File: src/hdl/bcp_pkg.sv
// shared types and constants for the binomial coefficient block
// no dependencies
package bcp_pkg;

   localparam int CountW = 7;
   localparam int CoefW  = 63;

   localparam logic [CoefW-1:0] CoefOne = CoefW'(1);
   localparam logic [CoefW-1:0] CoefSat = {CoefW{1'b1}};

   typedef struct packed {
      logic             valid;
      logic [CoefW-1:0] coefficient;
      logic             k_exceeds_n;
   } result_type;

endpackage

File: src/hdl/bcp_seq.sv
// sequencer and shared adder that fill the pascal row in place, high index down
// depends on bcp_pkg; drives the ports of bcp_row_mem
module bcp_seq #(
   parameter int N_MAX = 66,
   localparam int AddrW = $clog2(N_MAX + 1)
) (
   input  logic                       clock,
   input  logic                       reset,
   input  logic                       req_go,
   input  logic [bcp_pkg::CountW-1:0] total_count,
   input  logic [bcp_pkg::CountW-1:0] chosen_count,
   output logic                       busy,
   input  logic                       out_free,
   output bcp_pkg::result_type        result,
   output logic                       wr_en,
   output logic [AddrW-1:0]           wr_addr,
   output logic [bcp_pkg::CoefW-1:0]  wr_data,
   output logic [AddrW-1:0]           rd_addr_a,
   output logic [AddrW-1:0]           rd_addr_b,
   input  logic [bcp_pkg::CoefW-1:0]  rd_data_a,
   input  logic [bcp_pkg::CoefW-1:0]  rd_data_b
);
   import bcp_pkg::*;

   typedef enum logic [2:0] {
      S_IDLE,
      S_INIT,
      S_ROW,
      S_GAP,
      S_READ,
      S_CAPTURE,
      S_FIN
   } state_type;

   state_type         state_ff;
   logic [CountW-1:0] n_ff;
   logic [CountW-1:0] k_ff;
   logic [CountW-1:0] i_ff;
   logic [CountW-1:0] j_ff;
   logic              pend_ff;
   logic [CountW-1:0] pend_j_ff;
   logic              pend_edge_ff;
   logic [CoefW-1:0]  coef_ff;
   logic              flag_ff;
   logic [CountW-1:0] i_next_in;
   logic [CoefW-1:0]  sum_in;

   assign i_next_in = i_ff + CountW'(1);
   assign sum_in    = rd_data_a + rd_data_b;

   always_ff @(posedge clock) begin
      if (reset) begin
         state_ff <= S_IDLE;
         pend_ff  <= 1'b0;
      end else begin
         pend_ff <= (state_ff == S_ROW);
         unique case (state_ff)
            S_IDLE: begin
               if (req_go) begin
                  n_ff <= total_count;
                  k_ff <= chosen_count;
                  if (chosen_count > total_count) begin
                     coef_ff  <= '0;
                     flag_ff  <= 1'b1;
                     state_ff <= S_FIN;
                  end else if (total_count > CountW'(N_MAX)) begin
                     coef_ff  <= CoefSat;
                     flag_ff  <= 1'b0;
                     state_ff <= S_FIN;
                  end else begin
                     state_ff <= S_INIT;
                  end
               end
            end
            S_INIT: begin
               // entry zero is written this cycle; k of zero needs no rows
               i_ff <= CountW'(1);
               j_ff <= CountW'(1);
               if (k_ff == '0) begin
                  state_ff <= S_READ;
               end else begin
                  state_ff <= S_ROW;
               end
            end
            S_ROW: begin
               pend_j_ff    <= j_ff;
               pend_edge_ff <= (j_ff == i_ff);
               if (j_ff == CountW'(1)) begin
                  state_ff <= S_GAP;
               end else begin
                  j_ff <= j_ff - CountW'(1);
               end
            end
            S_GAP: begin
               // last write of the row lands here, before the next row reads
               if (i_ff == n_ff) begin
                  state_ff <= S_READ;
               end else begin
                  i_ff     <= i_next_in;
                  j_ff     <= (i_next_in < k_ff) ? i_next_in : k_ff;
                  state_ff <= S_ROW;
               end
            end
            S_READ: begin
               state_ff <= S_CAPTURE;
            end
            S_CAPTURE: begin
               coef_ff  <= rd_data_a;
               flag_ff  <= 1'b0;
               state_ff <= S_FIN;
            end
            S_FIN: begin
               if (out_free) begin
                  state_ff <= S_IDLE;
               end
            end
            default: begin
               state_ff <= S_IDLE;
            end
         endcase
      end
   end

   assign rd_addr_a = (state_ff == S_READ) ? AddrW'(k_ff) : AddrW'(j_ff);
   assign rd_addr_b = AddrW'(j_ff - CountW'(1));

   assign wr_en   = (state_ff == S_INIT) || pend_ff;
   assign wr_addr = (state_ff == S_INIT) ? '0 : AddrW'(pend_j_ff);
   assign wr_data = ((state_ff == S_INIT) || pend_edge_ff) ? CoefOne : sum_in;

   assign busy               = (state_ff != S_IDLE);
   assign result.valid       = (state_ff == S_FIN);
   assign result.coefficient = coef_ff;
   assign result.k_exceeds_n = flag_ff;

`ifndef NO_ASSERTIONS
   a_row_index: assert property (@(posedge clock) disable iff (reset)
      state_ff == S_ROW |-> j_ff != '0 && j_ff <= i_ff && i_ff <= n_ff)
      else $error("row index out of range");

   a_row_bound: assert property (@(posedge clock) disable iff (reset)
      state_ff == S_ROW |-> n_ff <= CountW'(N_MAX) && j_ff <= k_ff)
      else $error("row walk beyond bound");

   a_write_src: assert property (@(posedge clock) disable iff (reset)
      wr_en && state_ff != S_INIT |-> $past(state_ff == S_ROW))
      else $error("row write without a preceding issue");

   a_flag_zero: assert property (@(posedge clock) disable iff (reset)
      state_ff == S_FIN && flag_ff |-> coef_ff == '0)
      else $error("flagged result with nonzero coefficient");
`endif

endmodule

File: config.mk
export PLATFORM = sky130hd
export DESIGN_NAME = bcp_seq
export DESIGN_NICKNAME = d
export VERILOG_FILES = /design/src/hdl/bcp_pkg.sv /design/src/hdl/bcp_seq.sv
export SDC_FILE = /design/constraint.sdc
export NUM_CORES = 1
export LEC_CHECK = 0
export BUFFER_PORTS_ARGS = -buffer_cell sky130_fd_sc_hd__buf_2
export CORE_MARGIN = 5
export CORE_UTILIZATION = 57
export DETAILED_ROUTE_END_ITERATION = 7
export PLACE_DENSITY = 0.93
export RECOVER_POWER = 100
export SETUP_SLACK_MARGIN = 0.4
export SYNTH_ARGS = -nofsm -noshare
export SYNTH_HDL_FRONTEND = slang
export SYNTH_SLANG_ARGS = --single-unit
File: constraint.sdc
create_clock -name clock -period 16.5 [get_ports clock]
set_clock_uncertainty 0.2 [all_clocks]
set_input_delay 1.65 -clock clock [delete_from_list [all_inputs] [get_ports clock]]
set_output_delay 1.65 -clock clock [all_outputs]
set_load 0.03 [all_outputs]
==> impl_metrics.ini <==
[clocking]
clk_latency_ns = 0.37
root_buffer = clkbuf_16
ctsHoldBuffers = 0
cts_tree = built
clock_path_buffers = 2
clk_pin_slew_worst_paths_ns = 0.08
cts_setup_buffers = 0
h-tree-depth = 3
ctsResizeCount = 0
cts.sinks = 104
numCtsBuffers = 9

[floorplanning]
rows = 46
io_pins = 295
die_x_um = 136.8
die_h_um = 136.8
core_area_um2 = 15830
dieArea_um2 = 18700
initial_utilization = 0.5786

[pwr]
comb_power_share = 0.513
switchingPower_uw = 634.9
p_leak_nw = 4.509
peakVddDrop_mv = 0.08546
p_per_area_nw_per_um2 = 122.1
seq_power_share = 0.308
internal-power_uw = 677.9
p_sw_frac = 0.4836
clock_power_share = 0.179
design_power_total_mw = 1.313

[layout]
nFillCells = 1300
utilization = 0.6794
area_growth_pct = 17.42
nets = 1553
final_cell_mix = nor2_1, clkbuf_1, buf_2, edfxtp_1, ha_1
final_common_cell = nor2_1
layout-drive-gt1-share = 0.1363

[detailed_routing]
postRouteAntennaNets = 0
post_drt_via_cell_ratio = 6.145
num_vias = 9537
drcViolationCount = 0
routed_wl_um = 29880
first_pass_iters = 6
wire_per_inst_um = 19.25
drtIter0Drc = 1094

[global_route]
grt_pass1_vias = 9045
grt_util_all_layers = 0.3046
grt_max_degree = 65
gr-total-overflow = 0
antenna_found_initial = 0
grt_pass1_wl_um = 45240

[critical_path]
worstSetupPathType = primary input to output port
crit_path_max_incr_delay_ns = 1.05
cp-end-kind = output port
worstPathRequired_ns = 14.65
path_max_fanout = 3
slowest_stage = a2111oi_0
cp_num_buf_inv = 2
cpLargestDelayFamily = compound AO/OA/AOI/OAI gates
crit_top_cell = a2111oi_0
crit_chain = buf_2 > ha_1 > fa_1 > a211o_1 > a2111oi_0 > o31ai_2 > a2111oi_0 > o21ai_0 > a21boi_0 > o31ai_1 > xnor2_1 > nor2_1 > clkbuf_1
arrival_ns = 6.67
worstSetupStartpointType = primary input

[yosys]
post_synth_instance_area_um2 = 9158
synth_edf_count = 100
synth_fp_nets = 1304
ys_ff_latch = 104
syn_area_per_cell_um2 = 8.471
synth_cell_types = 71
async_flop_share = 0
synthCells = 1081
yosys_most_used_dff = edfxtp_1
ys_seq_area_frac = 0.3367
ys.warnings.count = 0

[flow_run]
max_cap_viol_count = 5

[placed_design]
hpwl_um = 23180
gp_congestion = 1.002
port_buffers = 294

[timing]
slew_violations = 203
final-hold-violation-count = 0
rsz0062_at_grt = false
min_period_ns = 8.523
slew-limit-headroom = -0.9157
whs_ns = 0.3660
clock.fmax_mhz = 117.3
finalSetupTns_ns = 0
fin_crit_sh = 0.5166
max_slew.worst_pin.slew_ns = 2.874
setup_violations = 0

[worst_hold_path]
hp-class = flop to flop

[status]
outcome = finished, violations left
violations = capacitance limit, slew limit
[cells in the mapped netlist (14+ instances only)]
| library cell | instances | area share |
|---|---|---|
| clkbuf_1 | 55 | 0.023 |
| nor2b_1 | 15 | 0.010 |
| a21o_1 | 42 | 0.034 |
| nand2_1 | 62 | 0.025 |
| nor3_1 | 14 | 0.0077 |
| ha_1 | 78 | 0.11 |
| xnor2_1 | 46 | 0.044 |
| o21a_1 | 17 | 0.014 |
| and3_1 | 14 | 0.0096 |
| nand4_1 | 27 | 0.018 |
| inv_1 | 42 | 0.017 |
| nand3_1 | 26 | 0.014 |
| xor2_1 | 28 | 0.027 |
| o21ai_0 | 34 | 0.019 |
| a21oi_1 | 77 | 0.042 |
| o21bai_1 | 17 | 0.014 |
| edfxtp_1 | 100 | 0.33 |
| nor2_1 | 220 | 0.090 |
[flip-flops by register name (all words and copies together) (netlist names)]
name / cells
i_ff: 7
flag_ff: 1
pend_edge_ff: 1
coef_ff: 63
pend_ff: 1
n_ff: 7
pend_j_ff: 7
state_ff: 3
j_ff: 7
k_ff: 7
[area by class of cell]
cell class	instances	area, um2	area share
timing repair buffer	298	1295	0.1204
tap	216	270.3	0.02513
sequential	104	3083	0.2867
inverter	43	161.4	0.01501
multi-input combinational	874	5625	0.5232
antenna	1	2.502	0.0002327
clock inverter	6	86.33	0.008029
clock buffer	10	229.0	0.02129
[layer usage]
layer,part of all wire,global-route usage,vias to the layer above
met3,0.10,0.04449,110
met2,0.49,0.5446,636
met5,0,0,-
li1,-,-,4392
met1,0.36,0.3607,4399
met4,0.042,0.1372,0
[path summary, 6_finish.rpt]
path	slack, ns	startpoint	end	depth (start not counted)
max reg2reg	12.79	state_ff[1]$_SDFFE_PP0P_	coef_ff[32]$_DFFE_PP_	6
min	0.37	j_ff[1]$_DFFE_PP_	pend_j_ff[1]$_DFFE_PP_	0
min reg2reg	0.37	j_ff[1]$_DFFE_PP_	pend_j_ff[1]$_DFFE_PP_	0
max	7.98	rd_data_a[0]	wr_data[56]	13
[logic make-up after synthesis]
group / after synthesis / share of synthesized area
AO/OA/AOI/OAI: 271 / 0.2070
XOR/XNOR: 74 / 0.07078
adder cells (fa/ha/maj): 79 / 0.1088
buffers and inverters: 103 / 0.04276
flip-flops: 104 / 0.3367
multiplexers: 14 / 0.01612
AND/OR/NAND/NOR: 436 / 0.2179
[stage by stage]
stage,instance area [um2],std cells,setup slack [ns]
after floorplan,9158,1081,8.662
after global placement,10710,1535,9.661
after detailed placement,10710,1535,9.606
after CTS,11030,1551,9.569
after global routing,10750,1551,7.612
final,10750,1552,7.977
[power groups by stage]
stage	Sequential (mW)	Clock, mW	Combinational, mW
after floorplan	0.461	0	0.434
after global placement	0.403	0	0.674
after detailed placement	0.406	0	0.690
after CTS	0.400	0.235	0.694
after global routing	0.410	0.249	0.718
final	0.405	0.235	0.673
[worst register-to-register path: stages (launching register included)]
cell      delay (ns)
dfxtp_1         0.47
inv_1           0.22
nand3_2         0.09
buf_4           0.31
o21a_1          0.20
nor3_1          0.20
clkbuf_1        1.53
Power figures use the tool's default switching activity.
